### src/hw/rtl/text_pattern_match_finder_top_defines.svh
// assertion macros for the pattern match finder
// used by text_pattern_match_finder_top, expects clk_i and rst_ni in scope
`ifndef TEXT_PATTERN_MATCH_FINDER_TOP_DEFINES_SVH
`define TEXT_PATTERN_MATCH_FINDER_TOP_DEFINES_SVH

// same-cycle implication, checked outside reset
`define TPMF_ASSERT_IMPL(label, ante, cons, msg) \
  label: assert property (@(posedge clk_i) disable iff (!rst_ni) (ante) |-> (cons)) \
    else $error(msg);

// next-cycle implication, checked outside reset
`define TPMF_ASSERT_NEXT(label, ante, cons, msg) \
  label: assert property (@(posedge clk_i) disable iff (!rst_ni) (ante) |=> (cons)) \
    else $error(msg);

`endif

### src/hw/rtl/tpmf_pkg.sv
// shared types, codes and helpers of the pattern match finder
// no dependencies
package tpmf_pkg;

  // window depth, fixed by the 64-bit pattern register
  localparam int unsigned MAX_PATTERN = 8;
  localparam int unsigned SEL_W       = $clog2(MAX_PATTERN);
  localparam int unsigned LEN_W       = 4;

  // parameter defaults
  localparam int unsigned MATCH_CAP_DEF   = 1000;
  localparam int unsigned LINE_LENGTH_DEF = 4096;

  // output field widths
  localparam int unsigned LINE_W   = 16;
  localparam int unsigned COLUMN_W = 12;
  localparam int unsigned NUMBER_W = 10;

  // command codes
  localparam logic [1:0] CMD_TEXT = 2'd0;
  localparam logic [1:0] CMD_EOL  = 2'd1;
  localparam logic [1:0] CMD_NEW  = 2'd2;

  // configuration register indexes
  localparam logic [1:0] REG_PATTERN = 2'd0;
  localparam logic [1:0] REG_LENGTH  = 2'd1;
  localparam logic [1:0] REG_CASE    = 2'd2;

  // ascii bounds for folding
  localparam logic [7:0] CHAR_UPPER_A = 8'h41;
  localparam logic [7:0] CHAR_UPPER_Z = 8'h5A;
  localparam logic [7:0] CASE_OFFSET  = 8'h20;

  // one result beat
  typedef struct packed {
    logic [LINE_W-1:0]   line;
    logic [COLUMN_W-1:0] column;
    logic [NUMBER_W-1:0] number;
  } tpmf_result_t;

  // result handed from the tracker to the output buffer
  typedef struct packed {
    logic         push;
    tpmf_result_t result;
  } tpmf_push_t;

  // fold A-Z to lower case unless comparing exactly
  function automatic logic [7:0] fold_char(logic [7:0] c, logic case_sens);
    logic [7:0] r;
    r = c;
    if (!case_sens && c >= CHAR_UPPER_A && c <= CHAR_UPPER_Z) begin
      r = c + CASE_OFFSET;
    end
    return r;
  endfunction

endpackage

### src/hw/rtl/text_pattern_match_finder_top.sv
// top level of the streaming pattern match finder
// depends on tpmf_pkg, tpmf_cell, tpmf_ctrl, tpmf_skid and the defines header
//
//  channel  handshake                 payload
//  in       in_valid_i / in_stall_o   command_i, text_byte_i
//  out      out_valid_o / out_stall_i match_line_o, match_column_o, match_number_o
//  cfg      cfg_we_i                  cfg_index_i, cfg_data_i
//
// one input beat per cycle unless stalled; each match is held in the output buffer
// the window compare runs in parallel across the cell row, so only stalls hold bytes
// in_stall_o rises only while both the output register and the skid stage hold beats
// reset clears window and counters; pattern 0, length 1, case folding on
`include "text_pattern_match_finder_top_defines.svh"

module text_pattern_match_finder_top
  import tpmf_pkg::*;
#(
  parameter int unsigned MATCH_CAP   = MATCH_CAP_DEF,
  parameter int unsigned LINE_LENGTH = LINE_LENGTH_DEF
) (
  input  logic                clk_i,
  input  logic                rst_ni,
  input  logic                cfg_we_i,
  input  logic [1:0]          cfg_index_i,
  input  logic [63:0]         cfg_data_i,
  input  logic                in_valid_i,
  output logic                in_stall_o,
  input  logic [1:0]          command_i,
  input  logic [7:0]          text_byte_i,
  output logic                out_valid_o,
  input  logic                out_stall_i,
  output logic [LINE_W-1:0]   match_line_o,
  output logic [COLUMN_W-1:0] match_column_o,
  output logic [NUMBER_W-1:0] match_number_o
);

  logic [63:0]      pattern_q;
  logic [LEN_W-1:0] length_q;
  logic             case_q;
  logic             in_acc, text_acc, new_acc;
  logic [LEN_W-1:0] eff_len;
  logic [7:0]       pat_arr [MAX_PATTERN];
  logic [7:0]       win_q   [MAX_PATTERN];
  logic [MAX_PATTERN-1:0] cell_match;
  logic             window_hit;
  tpmf_push_t       push;
  tpmf_result_t     out_data;
  logic             full;

  // configuration registers
  always_ff @(posedge clk_i or negedge rst_ni) begin
    if (!rst_ni) begin
      pattern_q <= '0;
      length_q  <= LEN_W'(1);
      case_q    <= 1'b0;
    end else if (cfg_we_i) begin
      unique case (cfg_index_i)
        REG_PATTERN: pattern_q <= cfg_data_i;
        REG_LENGTH:  length_q  <= cfg_data_i[LEN_W-1:0];
        REG_CASE:    case_q    <= cfg_data_i[0];
        default: begin
        end
      endcase
    end
  end

  assign in_acc   = in_valid_i && !in_stall_o;
  assign text_acc = in_acc && (command_i == CMD_TEXT);
  assign new_acc  = in_acc && (command_i == CMD_NEW);

  // overlong lengths use the full window
  assign eff_len = (length_q > LEN_W'(MAX_PATTERN)) ? LEN_W'(MAX_PATTERN) : length_q;

  // row of window cells, newest byte in cell 0
  for (genvar i = 0; i < MAX_PATTERN; i++) begin : g_cell
    logic [SEL_W-1:0] sel;
    logic [7:0]       feed;
    logic             in_use;

    assign pat_arr[i] = pattern_q[8*i +: 8];
    assign in_use     = LEN_W'(i) < eff_len;
    assign sel        = SEL_W'(eff_len - LEN_W'(1) - LEN_W'(i));

    if (i == 0) begin : g_head
      assign feed = text_byte_i;
    end else begin : g_body
      assign feed = win_q[i-1];
    end

    tpmf_cell u_cell (
      .clk_i       (clk_i),
      .rst_ni      (rst_ni),
      .shift_i     (text_acc),
      .clear_i     (new_acc),
      .byte_i      (feed),
      .pattern_i   (pat_arr[sel]),
      .case_sens_i (case_q),
      .in_use_i    (in_use),
      .byte_o      (win_q[i]),
      .match_o     (cell_match[i])
    );
  end

  assign window_hit = &cell_match;

  // counters and match decision
  tpmf_ctrl #(
    .MATCH_CAP   (MATCH_CAP),
    .LINE_LENGTH (LINE_LENGTH)
  ) u_ctrl (
    .clk_i        (clk_i),
    .rst_ni       (rst_ni),
    .accept_i     (in_acc),
    .command_i    (command_i),
    .eff_len_i    (eff_len),
    .window_hit_i (window_hit),
    .push_o       (push)
  );

  // output register with skid stage
  tpmf_skid u_skid (
    .clk_i       (clk_i),
    .rst_ni      (rst_ni),
    .push_i      (push),
    .out_stall_i (out_stall_i),
    .out_valid_o (out_valid_o),
    .out_data_o  (out_data),
    .full_o      (full)
  );

  assign in_stall_o     = full;
  assign match_line_o   = out_data.line;
  assign match_column_o = out_data.column;
  assign match_number_o = out_data.number;

  // checks
  `TPMF_ASSERT_IMPL(a_skid_needs_main, in_stall_o, out_valid_o, "skid full without output beat")
  `TPMF_ASSERT_NEXT(a_push_shows, push.push, out_valid_o, "pushed result not visible")
  `TPMF_ASSERT_IMPL(a_only_text_hits, in_acc && (command_i != CMD_TEXT), !push.push,
                    "result from a non-text beat")

endmodule

### src/hw/rtl/tpmf_cell.sv
// one window cell: holds a recent text byte and compares its next value
// depends on tpmf_pkg
module tpmf_cell
  import tpmf_pkg::*;
(
  input  logic       clk_i,
  input  logic       rst_ni,
  input  logic       shift_i,
  input  logic       clear_i,
  input  logic [7:0] byte_i,
  input  logic [7:0] pattern_i,
  input  logic       case_sens_i,
  input  logic       in_use_i,
  output logic [7:0] byte_o,
  output logic       match_o
);

  logic [7:0] byte_q;

  // byte storage, shifted from the neighbor
  always_ff @(posedge clk_i or negedge rst_ni) begin
    if (!rst_ni) begin
      byte_q <= '0;
    end else if (clear_i) begin
      byte_q <= '0;
    end else if (shift_i) begin
      byte_q <= byte_i;
    end
  end

  // compare the byte this cell takes on now against its pattern character
  assign match_o = !in_use_i ||
                   (fold_char(byte_i, case_sens_i) == fold_char(pattern_i, case_sens_i));
  assign byte_o  = byte_q;

endmodule

### src/hw/rtl/tpmf_ctrl.sv
// position and match tracking: column, line, overlap guard, match count
// depends on tpmf_pkg
module tpmf_ctrl
  import tpmf_pkg::*;
#(
  parameter int unsigned MATCH_CAP   = MATCH_CAP_DEF,
  parameter int unsigned LINE_LENGTH = LINE_LENGTH_DEF
) (
  input  logic             clk_i,
  input  logic             rst_ni,
  input  logic             accept_i,
  input  logic [1:0]       command_i,
  input  logic [LEN_W-1:0] eff_len_i,
  input  logic             window_hit_i,
  output tpmf_push_t       push_o
);

  localparam int unsigned CW = $clog2(LINE_LENGTH);
  localparam int unsigned MW = $clog2(MATCH_CAP + 1);
  localparam logic [CW-1:0] COL_MAX = CW'(LINE_LENGTH - 1);
  localparam logic [MW-1:0] MATCH_MAX = MW'(MATCH_CAP);

  logic [CW-1:0]    col_q, col_d;
  logic [LINE_W-1:0] line_q, line_d;
  logic [LEN_W-1:0] guard_q, guard_d;
  logic [MW-1:0]    count_q, count_d;
  logic [LEN_W-1:0] guard_dec;
  logic [CW:0]      col_plus;
  logic [CW-1:0]    start;
  logic             hit;

  assign guard_dec = (guard_q != '0) ? guard_q - LEN_W'(1) : '0;
  assign col_plus  = {1'b0, col_q} + (CW+1)'(1);

  // match decision for a text byte
  assign hit = accept_i && (command_i == CMD_TEXT) && (eff_len_i != '0) &&
               (guard_dec == '0) && (count_q < MATCH_MAX) &&
               (col_plus >= (CW+1)'(eff_len_i)) && window_hit_i;

  // start column, pinned while the column is saturated
  assign start = (col_q < COL_MAX) ? CW'(col_plus - (CW+1)'(eff_len_i)) : COL_MAX;

  // next-state of the counters
  always_comb begin
    col_d   = col_q;
    line_d  = line_q;
    guard_d = guard_q;
    count_d = count_q;
    if (accept_i) begin
      unique case (command_i)
        CMD_TEXT: begin
          if (col_q < COL_MAX) begin
            col_d = col_q + CW'(1);
          end
          if (hit) begin
            count_d = count_q + MW'(1);
            guard_d = eff_len_i;
          end else begin
            guard_d = guard_dec;
          end
        end
        CMD_EOL: begin
          if (line_q != '1) begin
            line_d = line_q + LINE_W'(1);
          end
          col_d   = '0;
          guard_d = '0;
        end
        CMD_NEW: begin
          col_d   = '0;
          line_d  = '0;
          guard_d = '0;
          count_d = '0;
        end
        default: begin
        end
      endcase
    end
  end

  always_ff @(posedge clk_i or negedge rst_ni) begin
    if (!rst_ni) begin
      col_q   <= '0;
      line_q  <= '0;
      guard_q <= '0;
      count_q <= '0;
    end else begin
      col_q   <= col_d;
      line_q  <= line_d;
      guard_q <= guard_d;
      count_q <= count_d;
    end
  end

  // result beat for the output buffer
  assign push_o.push          = hit;
  assign push_o.result.line   = line_q;
  assign push_o.result.column = COLUMN_W'(start);
  assign push_o.result.number = NUMBER_W'(count_q);

endmodule

### src/hw/rtl/tpmf_skid.sv
// two-entry output buffer: output register plus skid stage
// depends on tpmf_pkg
module tpmf_skid
  import tpmf_pkg::*;
(
  input  logic         clk_i,
  input  logic         rst_ni,
  input  tpmf_push_t   push_i,
  input  logic         out_stall_i,
  output logic         out_valid_o,
  output tpmf_result_t out_data_o,
  output logic         full_o
);

  logic         main_v_q, skid_v_q;
  tpmf_result_t main_q, skid_q;
  logic         pop;

  assign pop = main_v_q && !out_stall_i;

  // valid flags
  always_ff @(posedge clk_i or negedge rst_ni) begin
    if (!rst_ni) begin
      main_v_q <= 1'b0;
      skid_v_q <= 1'b0;
    end else if (pop) begin
      if (skid_v_q) begin
        skid_v_q <= 1'b0;
      end else begin
        main_v_q <= push_i.push;
      end
    end else if (push_i.push) begin
      if (main_v_q) begin
        skid_v_q <= 1'b1;
      end else begin
        main_v_q <= 1'b1;
      end
    end
  end

  // payload
  always_ff @(posedge clk_i) begin
    if (pop) begin
      main_q <= skid_v_q ? skid_q : push_i.result;
    end else if (push_i.push) begin
      if (main_v_q) begin
        skid_q <= push_i.result;
      end else begin
        main_q <= push_i.result;
      end
    end
  end

  assign out_valid_o = main_v_q;
  assign out_data_o  = main_q;
  assign full_o      = skid_v_q;

endmodule

### config.mk
export PLATFORM = sky130hd
export DESIGN_NAME = text_pattern_match_finder_top
export DESIGN_NICKNAME = d
export VERILOG_FILES = /design/src/hw/rtl/tpmf_pkg.sv /design/src/hw/rtl/text_pattern_match_finder_top.sv /design/src/hw/rtl/tpmf_cell.sv /design/src/hw/rtl/tpmf_ctrl.sv /design/src/hw/rtl/tpmf_skid.sv
export VERILOG_INCLUDE_DIRS = /design/src /design/src/hw/rtl
export SDC_FILE = /design/constraint.sdc
export NUM_CORES = 1
export LEC_CHECK = 0
export BUFFER_PORTS_ARGS = -buffer_cell sky130_fd_sc_hd__buf_2
export CAP_MARGIN = 20
export CORE_ASPECT_RATIO = 2
export CORE_MARGIN = 2
export CORE_UTILIZATION = 28
export CTS_CLUSTER_DIAMETER = 100
export DETAILED_ROUTE_END_ITERATION = 6
export GPL_ROUTABILITY_DRIVEN = 0
export PLACE_DENSITY = 0.47
export SYNTH_ARGS = -nofsm -noshare
export SYNTH_HDL_FRONTEND = slang
export SYNTH_SLANG_ARGS = --single-unit
### constraint.sdc
create_clock -name clk_i -period 13.33 [get_ports clk_i]
set_input_delay 0.6665 -clock clk_i [delete_from_list [all_inputs] [get_ports clk_i]]
set_output_delay 0.6665 -clock clk_i [all_outputs]
set_load 0.01 [all_outputs]
==> summary.md <==
| Metric | Value |
|---|---|
| Reg2reg end | `u_skid.skid_q[8]` |
| Critical Path RT | `13.53 ns` |
| Fin nets | `1800` |
| Maxcap violations | `0` |
| Clock buffer count from CTS | `25` |
| Clock buffer depth | `3` |
| Flops & latches, synth | `245` |
| 1st-pass router iterations | `5` |
| Relative max-transition margin | `0.300` |
| Final setup fails | `0` |
| Pre-CTS setup slack | `5.98 ns` |
| WL per Instance | `23.6 microns` |
| H-tree lvl count | `1` |
| Final hold vios | `0` |
| Syn_nets | `1721` |
| IO Pins | `121` |
| Sequential fraction of the synthesis area | `0.397` |
| Mean Syn Cell Area | `10.2 sq um` |
| Chip height | `346 microns` |
| Antenna Nets Post-Route | `0` |
| Reg2reg start | `length_q[3]` |
| Crit share post-route | `0.546` |
| Min-delay src | `cfg_data_i[58]` |
| Reg2Reg Setup Slack | `6.06 ns` |
| Pwr/cell area | `164 nW/um^2` |
| Worst Hold End | `pattern_q[58]` |
| Synth Cell Area | `16400 sq um` |
| Routed vias | `13400` |
| Critical setup path kind | `reg2reg` |
| Cell variety after synth | `93` |
| Site Rows | `125` |
| Initial antenna violation count | `0` |
| CP Max Fanout | `52` |
| Max Clk Rate | `0.137 GHz` |
| Sum Neg Setup Slack | `0 ns` |
| DRC violation count after routing | `0` |
| Post-Route WL | `58.4 mm` |
| Total Routing Usage GR | `0.190` |
| Ys flop type | `dfrtp_1` |
| Reg clk slew, reported paths | `0.06 ns` |
| Maximum vdd drop | `0.168 mV` |
| Hold Path Cell Cnt | `3` |
| Clock sink total | `245` |
| Reg2reg path depth | `16` |
| CTS tree | `yes` |
| PnR worst setup slack | `6.06 ns` |
| Status | `finished, final reports clean` |
| Post-detail-place hpwl | `45.4 mm` |
| Vias per std cell | `5.43` |
| Ys Warns | `0` |
| Worst-Skew Late Latency | `0.58 ns` |
| Static leakage | `7.55 nW` |
| Post-synthesis async set-or-reset flop share | `0.690` |
| Initial Util | `0.283` |
| Crit start category | `register` |
| Growth of design area from synthesis to finish | `13.9%` |
| PortBufs | `120` |
| Slew @ Worst Pin | `1.04 ns` |
| Aggregate global routing overflow | `0` |
| Number of global-route vias before repair | `13500` |
| Fin. max-slew vios | `0` |
| Ratio of cells with drive above 1 in the final layout | `0.225` |
| Die Wd | `175 microns` |
| Tmin final | `7.27 ns` |
| Largest net degree at the start of global routing | `71` |
| Clock Tree Root | `clkbuf_16` |
| Core area | `58000 sq um` |
| RSZ-0062 raised after global routing | `no` |
| Syn Inst Count | `1609` |
| Min-delay worst type | `in2reg` |
| First-pass GRT wire length | `86.9 mm` |
| Initial DRC count | `790` |
| Skew final | `0.0248 ns` |
| Die area | `60700 sq um` |
| CP arrival | `7.47 ns` |
| EDFF count, synth | `76` |
| CP Capture Type | `register` |
[worst max path at each step]
stage,startpoint,end,slack [ns],cells after the start
CTS,length_q[3],u_skid.skid_q[23],5.95,16
global route,length_q[3],u_skid.skid_q[36],5.60,17
global placement,length_q[3],u_skid.skid_q[3],6.01,16
finish,length_q[3],u_skid.skid_q[8],6.06,16
floorplan,length_q[0],u_skid.out_data_o[0],5.02,21
detailed placement,length_q[3],u_skid.skid_q[8],5.98,16
[area by class of cell]
class,count,area [sq um]
antenna,1,2.50
clock buffer,27,654
clock inverter,19,249
fill,5958,39300
inverter,41,159
multi-input combinational,1226,9350
sequential,245,6510
tap,762,953
timing repair buffer,149,825
[cells in the final DEF (no fill, tap or decap), types with 25 or more instances in the layout]
master,instances
nor3_1,38
a21oi_1,82
nand3_1,43
mux4_2,42
nor2_1,97
mux2i_1,90
buf_2,120
edfxtp_1,76
clkbuf_16,26
xor2_1,54
a31oi_1,25
ha_1,30
nand2_1,174
inv_1,37
xnor2_1,47
mux2_2,121
o21ai_0,61
buf_4,27
dfrtp_1,168
[logic make-up (layout without fill, tap and decap cells)]
kind of cell | count (synthesis) | count (layout) | share of synthesized area
AND/OR/NAND/NOR | 511 | 511 | 0.154
other | 0 | 1 | 0
adder cells (fa/ha/maj) | 31 | 31 | 0.0241
flip-flops | 245 | 245 | 0.397
multiplexers | 254 | 254 | 0.196
buffers and inverters | 138 | 236 | 0.0361
XOR/XNOR | 109 | 109 | 0.0636
AO/OA/AOI/OAI | 321 | 321 | 0.129
[synthesized netlist by cell type (all sizes together), types with 6 or more instances]
library cell	count	area share
o211ai	13	0.0059
nand4	18	0.0069
xnor2	51	0.029
or2	8	0.0030
xor2	54	0.029
nor2	99	0.023
mux4	42	0.058
a211oi	11	0.0053
and4	7	0.0037
dfrtp	168	0.26
a21oi	82	0.025
a31oi	25	0.0095
a22o	14	0.0075
nand3	43	0.013
nand2	174	0.040
mux2	122	0.084
o21ai	69	0.021
nor3b	12	0.0055
and2	8	0.0030
inv	40	0.0095
and3b	6	0.0032
o32ai	6	0.0032
nor3	38	0.012
ha	30	0.023
a211o	8	0.0043
o22ai	11	0.0042
nor4	15	0.0061
clkbuf	71	0.016
edfxtp	76	0.14
o31ai	8	0.0037
and3	19	0.0072
nor2b	11	0.0042
mux2i	90	0.055
buf	26	0.010
nand2b	14	0.0053
or3	12	0.0046
[critical path, stage by stage, from the launching register on]
cell       delay, ns
dfrtp_1         0.73
buf_4           0.40
nor2b_4         0.09
inv_6           0.40
ha_1            0.26
inv_1           0.12
xnor3_1         0.81
mux4_2          0.65
ha_1            0.31
and3_1          0.16
nor4_1          0.32
nand2_1         0.10
a2111oi_0       0.83
o21ai_0         0.27
nor4_2          0.29
buf_4           0.26
and3_2          0.82
[report_power, final]
group	switching, mW	internal (mW)	total [mW]	leakage (nW)
registers	0.0855	0.818	0.904	2.90
logic	0.798	0.582	1.38	4.22
clock network	0.328	0.457	0.785	0.436
total	1.21	1.86	3.07	7.55
[state kept, by name, indices dropped and copies added (netlist names), 4 cells and up]
signal	count
length_q	4
g_cell.u_cell.byte_o	56
pattern_q	64
u_ctrl.line_q	16
u_ctrl.count_q	10
u_ctrl.col_q	12
u_skid.out_data_o	38
u_skid.skid_q	38
u_ctrl.guard_q	4
[metrics by stage]
stage / hold slack (ns) / cells / cell area, sq um / total power [mW] / util
6_report: 0.307 / 2470 / 18700 / 3.07 / 0.322
5_1_grt: 0.305 / 2469 / 18700 / 3.22 / 0.322
4_1_cts: 0.276 / 2467 / 18700 / 3.07 / 0.322
3_5_place_dp: 0.503 / 2420 / 17800 / 2.27 / 0.306
3_3_place_gp: 0.493 / 2420 / 17800 / 2.25 / 0.306
2_1_floorplan: 0.371 / 1609 / 16400 / 1.87 / -
[layer usage]
| layer | up-vias | GRT usage | part of all wire |
|---|---|---|---|
| met1 | 6588 | 0.189 | 0.34 |
| met5 | - | 0 | 0 |
| met2 | 472 | 0.347 | 0.52 |
| met3 | 203 | 0.0243 | 0.043 |
| li1 | 6139 | - | - |
| met4 | 0 | 0.156 | 0.096 |
[repair_timing]
action / 4_1_cts / 5_1_grt
gates resized for setup: 0 / 0
setup buffers: 0 / 0
endpoints found under the hold margin: 25 / 0
hold buffers: 1 / 0
Power figures use the tool's default switching activity.
